<file path="src/hdl/set_assoc_cache_replacement_assert.svh">
// ----------------------------------------------------------------------------
// Assertion macros for the set associative cache replacement block
// Shared property wrappers, clocked on clk_i and quiet during reset.
// ----------------------------------------------------------------------------
`ifndef SET_ASSOC_CACHE_REPLACEMENT_ASSERT_SVH
`define SET_ASSOC_CACHE_REPLACEMENT_ASSERT_SVH

// Check an implication on every clock edge outside reset.
`define SACR_ASSERT(lbl, prop, msg) \
  lbl: assert property (@(posedge clk_i) disable iff (!rst_ni) (prop)) else $error(msg);

// Check that a condition never holds outside reset.
`define SACR_NEVER(lbl, cond, msg) \
  lbl: assert property (@(posedge clk_i) disable iff (!rst_ni) !(cond)) else $error(msg);

`endif

</file>
<file path="src/hdl/sacr_pkg.sv">
// ----------------------------------------------------------------------------
// sacr_pkg
// Types and constants of the set associative cache replacement block.
// ----------------------------------------------------------------------------
package sacr_pkg;

  localparam int unsigned TotalBlocksDefault = 64;
  localparam int unsigned AddrW   = 31;
  localparam int unsigned WayW    = 6;
  localparam int unsigned RankW   = 6;
  localparam int unsigned CntW    = 32;
  localparam int unsigned InDataW = 32;
  localparam int unsigned OutDataW = 104;
  localparam int unsigned MaxLog2 = 6;

  // policy codes
  localparam logic [1:0] POL_FIFO = 2'd0;
  localparam logic [1:0] POL_LIFO = 2'd1;
  localparam logic [1:0] POL_LRU  = 2'd2;
  localparam logic [1:0] POL_MRU  = 2'd3;

  // register indexes
  localparam logic REG_POLICY    = 1'b0;
  localparam logic REG_WAYS_LOG2 = 1'b1;

  typedef enum logic [2:0] {
    ST_CLEAR,
    ST_IDLE,
    ST_MOD,
    ST_SCAN,
    ST_DECIDE,
    ST_UPD,
    ST_FIN
  } state_e;

endpackage

</file>
<file path="src/hdl/sacr_ram.sv">
// ----------------------------------------------------------------------------
// sacr_ram
// Generic single write, single read RAM with registered read data.
// ----------------------------------------------------------------------------
module sacr_ram #(
  parameter int unsigned Width = 8,
  parameter int unsigned Depth = 16,
  localparam int unsigned AW = (Depth > 1) ? $clog2(Depth) : 1
) (
  input  logic             clk_i,
  input  logic             we_i,
  input  logic [AW-1:0]    waddr_i,
  input  logic [Width-1:0] wdata_i,
  input  logic [AW-1:0]    raddr_i,
  output logic [Width-1:0] rdata_o
);

  logic [Width-1:0] mem [Depth];

  always_ff @(posedge clk_i) begin
    if (we_i) begin
      mem[waddr_i] <= wdata_i;
    end
    rdata_o <= mem[raddr_i];
  end

endmodule

</file>
<file path="src/hdl/set_assoc_cache_replacement.sv">
// ----------------------------------------------------------------------------
// set_assoc_cache_replacement
// Set associative cache directory with FIFO, LIFO, LRU and MRU replacement.
// ----------------------------------------------------------------------------
// Channel   Dir  Beat                     Fields (low bit up)
// s_axis    in   one block address        address[30:0]
// m_axis    out  one lookup result        hit, way, evicted, evicted_address,
//                                         hit_total, miss_total
// cfg       in   register write, no wait  policy (idx 0), ways_log2 (idx 1)
//
// Steps: one item goes through a bit-serial set index remainder, a read
// pass over the set, a decide step, a read-modify-write rank pass (skipped
// on FIFO/LIFO hits) and a finish step. The tag and rank RAMs each have a
// single read port, on one shared address, which sets the pass length.
// Reset: a clearing pass over every block entry zeroes valid bits and ranks;
// no item is taken until it ends. Configuration is taken at any time.
// Stalls: the result sits in an output register; the next item is taken
// while it waits, and only the finish step holds if it is still not taken.
// ----------------------------------------------------------------------------
module set_assoc_cache_replacement #(
  parameter int unsigned TOTAL_BLOCKS = sacr_pkg::TotalBlocksDefault
) (
  input  logic                          clk_i,
  input  logic                          rst_ni,
  // address[30:0], zero padded
  input  logic                          s_axis_tvalid,
  output logic                          s_axis_tready,
  input  logic [sacr_pkg::InDataW-1:0]  s_axis_tdata,
  // hit[0], way[6:1], evicted[7], evicted_address[38:8],
  // hit_total[70:39], miss_total[102:71], zero pad
  output logic                          m_axis_tvalid,
  input  logic                          m_axis_tready,
  output logic [sacr_pkg::OutDataW-1:0] m_axis_tdata,
  input  logic                          cfg_we_i,
  input  logic                          cfg_idx_i,
  input  logic [2:0]                    cfg_data_i
);
  import sacr_pkg::*;

  localparam int unsigned IW   = (TOTAL_BLOCKS > 1) ? $clog2(TOTAL_BLOCKS) : 1;
  localparam int unsigned FLOG = $clog2(TOTAL_BLOCKS + 1) - 1;
  localparam int unsigned KMAX = (FLOG < MaxLog2) ? FLOG : MaxLog2;
  localparam int unsigned RW   = $clog2(TOTAL_BLOCKS + 1) + 1;
  localparam int unsigned MW   = RankW + 1;

  // configuration
  logic [1:0] policy_q;
  logic [2:0] ways_log2_q;

  // sequencer
  state_e state_q, state_d;
  logic [IW:0]      clr_q;
  logic [4:0]       bit_q;
  logic [AddrW-1:0] addr_q, shift_q;
  logic [RW-1:0]    rem_q;
  logic [IW-1:0]    base_q;
  logic [WayW:0]    i_q;
  logic             p_q;
  logic [WayW-1:0]  pw_q;

  // scan results
  logic             hit_f_q, emp_f_q;
  logic [WayW-1:0]  hit_w_q, emp_w_q, vic_w_q;
  logic [RankW-1:0] hit_r_q, vic_r_q;
  logic [AddrW-1:0] vic_a_q;

  // decision
  logic [WayW-1:0]  w_q;
  logic [MW-1:0]    limit_q;
  logic             hit_q, ev_q;
  logic [AddrW-1:0] ev_a_q;
  logic [CntW-1:0]  hit_cnt_q, miss_cnt_q;

  logic [OutDataW-1:0] out_q;
  logic                out_v_q;

  // effective layout
  logic [2:0]       k;
  logic [WayW:0]    ways;
  logic [WayW-1:0]  last_w;
  logic [RW-1:0]    sets;
  logic [RW-1:0]    rem_sh, rem_nx;

  always_comb begin
    k      = (ways_log2_q > 3'(KMAX)) ? 3'(KMAX) : ways_log2_q;
    ways   = (WayW+1)'(1) << k;
    last_w = WayW'(ways - 1'b1);
    sets   = RW'(TOTAL_BLOCKS) >> k;
    rem_sh = {rem_q[RW-2:0], shift_q[AddrW-1]};
    rem_nx = (rem_sh >= sets) ? rem_sh - sets : rem_sh;
  end

  // RAM ports
  logic             tag_we, meta_we;
  logic [IW-1:0]    tag_waddr, meta_waddr, raddr;
  logic [MW-1:0]    meta_wdata, meta_rd;
  logic [AddrW-1:0] tag_rd;

  sacr_ram #(.Width(AddrW), .Depth(TOTAL_BLOCKS)) u_tag_ram (
    .clk_i, .we_i(tag_we), .waddr_i(tag_waddr), .wdata_i(addr_q),
    .raddr_i(raddr), .rdata_o(tag_rd)
  );

  sacr_ram #(.Width(MW), .Depth(TOTAL_BLOCKS)) u_meta_ram (
    .clk_i, .we_i(meta_we), .waddr_i(meta_waddr), .wdata_i(meta_wdata),
    .raddr_i(raddr), .rdata_o(meta_rd)
  );

  logic             rd_valid;
  logic [RankW-1:0] rd_rank;
  logic [RankW-1:0] new_rank;

  assign rd_valid = meta_rd[RankW];
  assign rd_rank  = meta_rd[RankW-1:0];
  assign raddr    = base_q + IW'(i_q);
  assign tag_waddr = base_q + IW'(w_q);

  // rank update of the line read back in the update pass
  always_comb begin
    new_rank = rd_rank;
    if (rd_valid && ({1'b0, rd_rank} < limit_q) && (rd_rank != {RankW{1'b1}})) begin
      new_rank = rd_rank + 1'b1;
    end
  end

  logic dec_upd;
  logic scan_done;
  assign scan_done = p_q && (pw_q == last_w);

  // next state and RAM writes
  always_comb begin
    state_d    = state_q;
    meta_we    = 1'b0;
    meta_waddr = base_q + IW'(pw_q);
    meta_wdata = (pw_q == w_q) ? {1'b1, {RankW{1'b0}}} : {rd_valid, new_rank};
    tag_we     = 1'b0;
    dec_upd    = 1'b0;
    case (state_q)
      ST_CLEAR: begin
        meta_we    = 1'b1;
        meta_waddr = clr_q[IW-1:0];
        meta_wdata = '0;
        if (clr_q == (IW+1)'(TOTAL_BLOCKS - 1)) state_d = ST_IDLE;
      end
      ST_IDLE: begin
        if (s_axis_tvalid) state_d = ST_MOD;
      end
      ST_MOD: begin
        if (bit_q == 5'(AddrW - 1)) state_d = ST_SCAN;
      end
      ST_SCAN: begin
        if (scan_done) state_d = ST_DECIDE;
      end
      ST_DECIDE: begin
        dec_upd = !hit_f_q || policy_q == POL_LRU || policy_q == POL_MRU;
        state_d = dec_upd ? ST_UPD : ST_FIN;
      end
      ST_UPD: begin
        // store the new tag once the chosen way is registered
        tag_we  = !hit_q && (i_q == '0);
        meta_we = p_q;
        if (scan_done) state_d = ST_FIN;
      end
      ST_FIN: begin
        if (!out_v_q || m_axis_tready) state_d = ST_IDLE;
      end
      default: state_d = ST_IDLE;
    endcase
  end

  assign s_axis_tready = (state_q == ST_IDLE);
  assign m_axis_tvalid = out_v_q;
  assign m_axis_tdata  = out_q;

  // control registers
  always_ff @(posedge clk_i or negedge rst_ni) begin
    if (!rst_ni) begin
      state_q     <= ST_CLEAR;
      clr_q       <= '0;
      policy_q    <= POL_FIFO;
      ways_log2_q <= '0;
      hit_cnt_q   <= '0;
      miss_cnt_q  <= '0;
      out_v_q     <= 1'b0;
      p_q         <= 1'b0;
    end else begin
      state_q <= state_d;
      if (cfg_we_i) begin
        case (cfg_idx_i)
          REG_POLICY:    policy_q    <= cfg_data_i[1:0];
          REG_WAYS_LOG2: ways_log2_q <= cfg_data_i;
          default: ;
        endcase
      end
      if (state_q == ST_CLEAR) clr_q <= clr_q + 1'b1;
      // read pipeline flag: a read was issued last cycle
      p_q <= (state_q == ST_SCAN || state_q == ST_UPD) && (i_q < ways);
      if (state_q == ST_DECIDE) begin
        if (hit_f_q) begin
          if (hit_cnt_q != {CntW{1'b1}}) hit_cnt_q <= hit_cnt_q + 1'b1;
        end else if (miss_cnt_q != {CntW{1'b1}}) begin
          miss_cnt_q <= miss_cnt_q + 1'b1;
        end
      end
      if (m_axis_tready) out_v_q <= 1'b0;
      if (state_q == ST_FIN && (!out_v_q || m_axis_tready)) out_v_q <= 1'b1;
    end
  end

  // datapath registers
  always_ff @(posedge clk_i) begin
    case (state_q)
      ST_IDLE: begin
        addr_q  <= s_axis_tdata[AddrW-1:0];
        shift_q <= s_axis_tdata[AddrW-1:0];
        rem_q   <= '0;
        bit_q   <= '0;
      end
      ST_MOD: begin
        // one remainder bit per cycle
        rem_q   <= rem_nx;
        shift_q <= {shift_q[AddrW-2:0], 1'b0};
        bit_q   <= bit_q + 1'b1;
        base_q  <= IW'(rem_nx) << k;
        i_q     <= '0;
        hit_f_q <= 1'b0;
        emp_f_q <= 1'b0;
      end
      ST_SCAN: begin
        if (i_q < ways) i_q <= i_q + 1'b1;
        pw_q <= WayW'(i_q);
        if (p_q) begin
          if (!hit_f_q && rd_valid && tag_rd == addr_q) begin
            hit_f_q <= 1'b1;
            hit_w_q <= pw_q;
            hit_r_q <= rd_rank;
          end
          if (!emp_f_q && !rd_valid) begin
            emp_f_q <= 1'b1;
            emp_w_q <= pw_q;
          end
          // victim candidate: lowest way wins ties; LIFO takes the last way
          if (pw_q == '0 || policy_q == POL_LIFO ||
              (policy_q == POL_MRU && rd_rank < vic_r_q) ||
              (policy_q != POL_MRU && rd_rank > vic_r_q)) begin
            vic_w_q <= pw_q;
            vic_r_q <= rd_rank;
            vic_a_q <= tag_rd;
          end
        end
      end
      ST_DECIDE: begin
        i_q   <= '0;
        hit_q <= hit_f_q;
        ev_q  <= !hit_f_q && !emp_f_q;
        if (hit_f_q) begin
          w_q     <= hit_w_q;
          limit_q <= {1'b0, hit_r_q};
          ev_a_q  <= '0;
        end else if (emp_f_q) begin
          w_q     <= emp_w_q;
          limit_q <= {1'b1, {RankW{1'b0}}};
          ev_a_q  <= '0;
        end else begin
          w_q     <= vic_w_q;
          limit_q <= {1'b0, vic_r_q};
          ev_a_q  <= vic_a_q;
        end
      end
      ST_UPD: begin
        if (i_q < ways) i_q <= i_q + 1'b1;
        pw_q <= WayW'(i_q);
      end
      ST_FIN: begin
        if (!out_v_q || m_axis_tready) begin
          out_q <= {1'b0, miss_cnt_q, hit_cnt_q, ev_a_q, ev_q, w_q, hit_q};
        end
      end
      default: ;
    endcase
  end

`include "set_assoc_cache_replacement_assert.svh"

  `SACR_ASSERT(a_out_from_fin, $rose(m_axis_tvalid) |-> $past(state_q == ST_FIN), "result without finish")
  `SACR_NEVER(a_hit_no_evict, m_axis_tvalid && m_axis_tdata[0] && m_axis_tdata[7], "hit with eviction")
  `SACR_ASSERT(a_hit_cnt_mono, 1'b1 |=> hit_cnt_q >= $past(hit_cnt_q), "hit count went down")
  `SACR_ASSERT(a_miss_cnt_mono, 1'b1 |=> miss_cnt_q >= $past(miss_cnt_q), "miss count went down")

endmodule

</file>
<file path="config.mk">
export PLATFORM = sky130hd
export DESIGN_NAME = set_assoc_cache_replacement
export DESIGN_NICKNAME = d
export VERILOG_FILES = /design/src/hdl/sacr_pkg.sv /design/src/hdl/sacr_ram.sv /design/src/hdl/set_assoc_cache_replacement.sv
export VERILOG_INCLUDE_DIRS = /design/src /design/src/hdl
export SDC_FILE = /design/constraint.sdc
export NUM_CORES = 2
export LEC_CHECK = 0
export BUFFER_PORTS_ARGS = -buffer_cell sky130_fd_sc_hd__clkbuf_2
export CAP_MARGIN = 20
export CORE_MARGIN = 1.5
export CORE_UTILIZATION = 40
export DETAILED_ROUTE_END_ITERATION = 8
export GPL_ROUTABILITY_DRIVEN = 0
export SLEW_MARGIN = 20
export SYNTH_ARGS = -nofsm -noshare
export SYNTH_HDL_FRONTEND = slang
export SYNTH_SLANG_ARGS = --single-unit
</file>
<file path="constraint.sdc">
create_clock -name clk_i -period 6.68 [get_ports clk_i]
set_input_delay 0.668 -clock clk_i [delete_from_list [all_inputs] [get_ports clk_i]]
set_output_delay 0.668 -clock clk_i [all_outputs]
set_load 0.005 [all_outputs]
</file>
Word level (Yosys, flattened, before mapping)

Memory sizes are Yosys's and may differ from the RTL's. A register that Yosys moved wholly into a read port is not among the register bits.
Cells that the tools add are included.

Register bits: 386
Memory bits (writable): 2432
Output and inout bits: 106
Logic and storage cells: 165
Memories kept: 2

$add $sub $neg: 11
Order comparisons: 6
Eq/ne operators: 28
Shift operators: 3
Mux-type cells: 37
Bitwise operators: 2
Reduce and logical (&&, ||, !) cells: 46

Memories:

| memory         | depth | width | rd ports | clocked after memory_dff | wr ports | line           | source |
|---|---|---|---|---|---|---|---|
| u_tag_ram.mem  | 64    | 31    | 1        | 1                        | 1        | sacr_ram.sv:18 | `logic [Width-1:0] mem [Depth];` |
| u_meta_ram.mem | 64    | 7     | 1        | 1                        | 1        | sacr_ram.sv:18 |  |

Operators with widths:

| kind                                                  | number |
|---|---|
| adder 32 x 1 -> 32 bit, second input constant         | 2 |
| inequality test 32 bit, second input constant         | 2 |
| one-hot mux 31 bit (2 select lines)                   | 1 |
| 2-to-1 mux 7 bit                                      | 5 |
| == test 31 bit                                        | 1 |
| 2-to-1 mux 6 bit                                      | 5 |
| one-hot mux 7 bit (2 select lines)                    | 2 |
| 2-to-1 mux 3 bit                                      | 7 |
| one-hot mux 3 bit (7 select lines)                    | 1 |
| AND reduction 3 bit                                   | 7 |
| adder 6 bit                                           | 3 |
| adder 7 x 1 -> 7 bit, second input constant           | 2 |
| inequality test 2 bit, second input constant          | 7 |
| == test 6 bit                                         | 2 |
| logical AND 1 bit                                     | 12 |
| 2-to-1 mux 1 bit                                      | 11 |
| one-hot mux 5 bit (2 select lines)                    | 1 |
| == test 3 bit, second input constant                  | 3 |
| >= comparator 8 bit                                   | 1 |
| inequality test 2 x 1 -> 1 bit, second input constant | 4 |
| AND reduction 2 bit                                   | 4 |
| nonzero test 2 bit                                    | 4 |
| >> shifter 7 x 3 -> 8 bit, first input constant       | 1 |
| == test 7 x 6 -> 1 bit, second input constant         | 1 |
| 27 further kinds                                      | 44 |

Logic depth before layout (Yosys ltp)

Depth after elaboration: 8
Mapped depth: 12

Hierarchy

From an unflattened synthesis, not the netlist that was laid out.

Cell total of the unflattened synthesis: 5464
Area total of the unflattened synthesis: 110546.0 um^2

By module, submodules not included:

| module                      | instances | cells an instance | area each (um^2) | sequential area each (um^2) |
|---|---|---|---|---|
| sacr_ram (u_tag_ram)        | 1         | 3418              | 76305.7          | 60197.7 |
| sacr_ram (u_meta_ram)       | 1         | 827               | 17635.7          | 13593.0 |
| set_assoc_cache_replacement | 1         | 1219              | 16604.7          | 11185.7 |

Worst setup path before layout

No wires, ideal clock.

Kind: flip-flop to flip-flop
From: reg state_q[1]
To: reg out_q[0] (netlist: m_axis_tdata[0]) (enable)
Setup time: 0.577 ns
Arrival: 5.391 ns
Required time: 6.103 ns
Setup slack: 0.711 ns
Cell stages (with the launch flop): 4
Path through: dfrtp_1 clkbuf_1 nand3_1 nor2b_1

Cells in the longest elaborated chain, start to end: 2

RTL lines:

| item                                 | line                               | source |
|---|---|---|
| from (decl)                          | set_assoc_cache_replacement.sv:51  | `state_e state_q, state_d;` |
| from (signal assigned)               | set_assoc_cache_replacement.sv:187 | `state_q <= state_d;` |
| == test 3 bit                        | set_assoc_cache_replacement.sv:212 | `case (state_q)` |
| AND reduction 2 bit (no source line) | n/a                                |  |
| to (signal assigned)                 | set_assoc_cache_replacement.sv:276 | `out_q <= {1'b0, miss_cnt_q, hit_cnt_q, ev_a_q, ev_q, w_q, hit_q};` |
| to (decl)                            | set_assoc_cache_replacement.sv:74  | `logic [OutDataW-1:0] out_q;` |

No other way between the ends.
A chain may end at the register's enable or synchronous reset.

Final worst setup path

From: reg base_q[1]
To: mem u_tag_ram.mem[17][6] (netlist name) (enable)

Cells in the longest elaborated chain, start to end: 1

RTL lines:

| item                   | line                               | source |
|---|---|---|
| from (decl)            | set_assoc_cache_replacement.sv:56  | `logic [IW-1:0] base_q;` |
| from (signal assigned) | set_assoc_cache_replacement.sv:224 | `base_q <= IW'(rem_nx) << k;` |
| adder 6 bit            | set_assoc_cache_replacement.sv:116 | `assign tag_waddr = base_q + IW'(w_q);` |
| to (decl)              | sacr_ram.sv:18                     |  |

No other way between the ends.

==> results.md <==
- Status: complete, no violations
- Clock Latency Late Sink: about 0.86 ns
- CP top delay family: simple AND/OR/NAND/NOR gates
- Final setup viols: 0
- Routed via count: 52020
- Synth Area in Simple Gates: 0.02579
- Die width: between 500 and 600 um
- Netlist Area Pre-Place: around 110000 um^2
- Main flop type after synthesis: edfxtp_1
- Synth top area share: 0.7461
- Compound-Gate Fraction of Synth Area: 0.007599
- Clk slew on worst S/H paths: approximately 0.060 ns
- Adder-cell share of the synthesized area: 0.006179
- Post-DR vias/cell: 5.681
- Synth unique cells: 71
- Full die area: ~280000 um^2
- Crit path max-delay cell type: nor2_4
- First-pass GRT wire length: 383500 um
- Die height: between 500 and 600 um
- PortBufs: around 140
- Worst path bufs/invs: 1
- DRT antenna net count: 0
- Metal2 WL: between 100000 and 150000 um
- Hpwl dp: roughly 160000 um
- CTS Root Cell: clkbuf_16
- Area after DPL: between 100000 and 150000 um^2
- # rows: 192
- Setup crit start kind: flip-flop
- CP Data Arrival Time: between 5 and 6 ns
- All-Layer GR Usage: 0.1914
- Post-synthesis xor/xnor area fraction: 0.01057
- Iter 0 DRT Violations: around 5900
- CP peak stage delay: 0.95 ns
- Main combinational cell family by area after synthesis: multiplexers
- Post-synthesis sequential area ratio: 0.7714
- DR WL met3: between 20000 and 25000 um
- Syn_nets: around 5000
- Unrepaired setup endpoints after global routing: no
- Min-delay src: s_axis_tdata[23]
- Largest net degree at the start of global routing: a little under 90
- Ports: about 150
- YS warnings: 0
- Final Net Count: roughly 5400
- Fillers: roughly 22000
- Core area: 273900 um^2
- Fin crit share: 0.7334
- Clock Tree Buf Depth: 4
- Crit end category: flip-flop
- Post CTS Setup Buffer Count: 0
- Syn avg cell area: approximately 22 um^2
- Peak supply drop: about 0.68 mV
- Worst path cell trace: ha_1 > a21o_1 > a21o_1 > a2111o_1 > o211ai_1 > nand2_1 > nor2_4 > buf_4
- Overall Power: about 63000 uW
- Hold crit path type: in2reg
- WL/cell: 29.30 um
- Setup TNS: 0 ns
- FMAX: ~0.20 GHz
- Number of gates resized after CTS: 0
- Fin area: 125900 um^2
- Synth Register Bits: 2856
- Reg2reg setup slack: 1.78 ns
- Residual DRC: 0
- Final wirelength: between 200000 and 300000 um
- Max Cap Viol: 0
- Hold Fails Final Rpt: 0
- Worst-margin pin slew: 1.152 ns
- WHS Path Cells: 1
- Post-synthesis mux area share: 0.1682
- Power per cell area: about 500 nW/um^2
- Vias in the first global route: 52190
- Most frequent CP cell: a21o_1
- Met1 WL: 114000 um
- Post-synth EDFFs: about 2700
- Post-Layout Cell Count: 9156
- H-tree Lvls: 5
- Post-route minimum period: between 4 and 5 ns
- CTS tree: yes
- Reg2reg start: base_q[1]$_SDFFCE_PP0P_
- Relative slew slack: 0.2266
- Top area cells in the synthesized netlist: edfxtp_1, mux4_2, dfrtp_1
- CTS Sinks: about 2900
- Yosys top cell by area: edfxtp_1
- CTS Buf Count: between 200 and 300
- Initial Util: 0.4022
- Initial antenna violation count: 6
- Reg-to-Reg End: u_tag_ram.mem[17][6]$_DFFE_PP_
- Cells after DPL: ~8600
- Syn Inst Count: just under 5000
- Pre-antenna DRT Iters: 5
- WP data required: around 7 ns
- Total grt overflow: 0
- Clock Skews: 0.03277 ns
- Leak: around 0.040 uW
- Hold Crit Endpoint: addr_q[23]$_DFFE_PP_
- Fraction of layout cells with a size suffix above 1: 0.2848
- Cts hold-fix bufs: 7
- Count leader, synth: edfxtp_1
- R2R depth: 8
- Synth async-reset ratio: 0.02836
- Area growth syn-to-layout: 14.32%
- Max FO, Critical Path: 18
- Fin. max-slew vios: 0
- Top layer in use: met4
- Synth cell count leaders: edfxtp_1, mux4_2, nor2_1
- Critical path class: reg2reg
==> through the flow <==
stage,utilization,hold WS (ns),worst slack (ns)
after floorplan,-,0.3724,0.7112
after global placement,0.4257,0.4034,1.752
after detailed placement,0.4258,0.4054,1.814
after CTS,0.4597,0.004324,1.790
after global routing,0.4598,0.03757,1.581
final,0.4598,0.05293,1.781
==> final cells by class <==
type	instances	area, um^2	share of cell area
Antenna cell	5	12.51	0.00009936
Clock buffer	369	7825	0.06214
Clock inverter	151	1398	0.01110
Inverter	42	157.7	0.001252
Multi-Input combinational cell	1820	24740	0.1964
Sequential cell	2856	84980	0.6748
Tap cell	3589	4491	0.03566
Timing Repair Buffer	324	2333	0.01853
==> registers in the layout (all words and copies together), names as in the netlist, 7 cells and up <==
name                flops
hit_cnt_q              32
vic_a_q                31
miss_cnt_q             32
shift_q                31
clr_q                   7
m_axis_tdata          103
addr_q                 31
u_tag_ram.mem        1984
u_meta_ram.mem        448
u_meta_ram.rdata_o      7
i_q                     7
ev_a_q                 31
rem_q                   7
limit_q                 7
u_tag_ram.rdata_o      31
==> routing by layer <==
layer,vias up,GRT usage
met4,0,0.05022
met3,351,0.03705
met1,28120,0.2761
met2,2099,0.2988
li1,21450,-
met5,-,0
==> worst register-to-register path: cells and delay by family (launching register included) <==
family | cells | cell delay (ns)
adders and majority gates | 1 | 0.37
AOI/OAI and AO/OA | 4 | 1.37
DFF | 1 | 0.60
buffers and inverters | 1 | 0.42
and+or+nand+nor | 2 | 1.80
==> how the worst max path moves through the flow <==
stage | start | endpoint | slack, ns | cells past startpoint
6_report | base_q[1]$_SDFFCE_PP0P_ | u_tag_ram.mem[17][6]$_DFFE_PP_ | 1.78 | 8
5_1_grt | base_q[1]$_SDFFCE_PP0P_ | u_tag_ram.mem[17][6]$_DFFE_PP_ | 1.58 | 8
4_1_cts | base_q[1]$_SDFFCE_PP0P_ | u_tag_ram.mem[17][25]$_DFFE_PP_ | 1.79 | 8
3_5_place_dp | base_q[1]$_SDFFCE_PP0P_ | u_tag_ram.mem[17][8]$_DFFE_PP_ | 1.81 | 8
3_3_place_gp | base_q[0]$_SDFFCE_PP0P_ | u_tag_ram.mem[26][5]$_DFFE_PP_ | 1.75 | 6
2_1_floorplan | state_q[1]$_DFFE_PN0P_ | m_axis_tdata[0]$_DFFE_PP_ | 0.71 | 3
==> power breakdown <==
part	internal (uW)	leakage (uW)	total, uW	switching [uW]
Clock	9200	0.00450	15900	6740
Sequential	22200	0.0262	22800	629
Combinational	9860	0.00965	24400	14500
Total	41300	0.0403	63200	21900
==> kinds of logic after synthesis <==
group           count (synthesis)
buf+inv                       257
mux                           900
simple gates                  610
fa+ha+maj                      52
flops                        2856
compound gates                124
other cells                     1
xor+xnor                      133
==> placed cells by master, fill, tap and decap left out, drive strengths merged, types with 23 or more instances in the layout <==
cell type / count
inv: 50
mux4: 760
a21oi: 23
xor2: 53
nor2: 190
buf: 174
xnor2: 80
dfxtp: 38
mux2i: 133
dfrtp: 81
and2: 39
bufinv: 23
nand2: 185
o21ai: 33
nand3: 54
ha: 48
clkbuf: 512
clkinv: 110
nor3: 27
edfxtp: 2737
nand4: 31
Power figures use the tool's default switching activity.
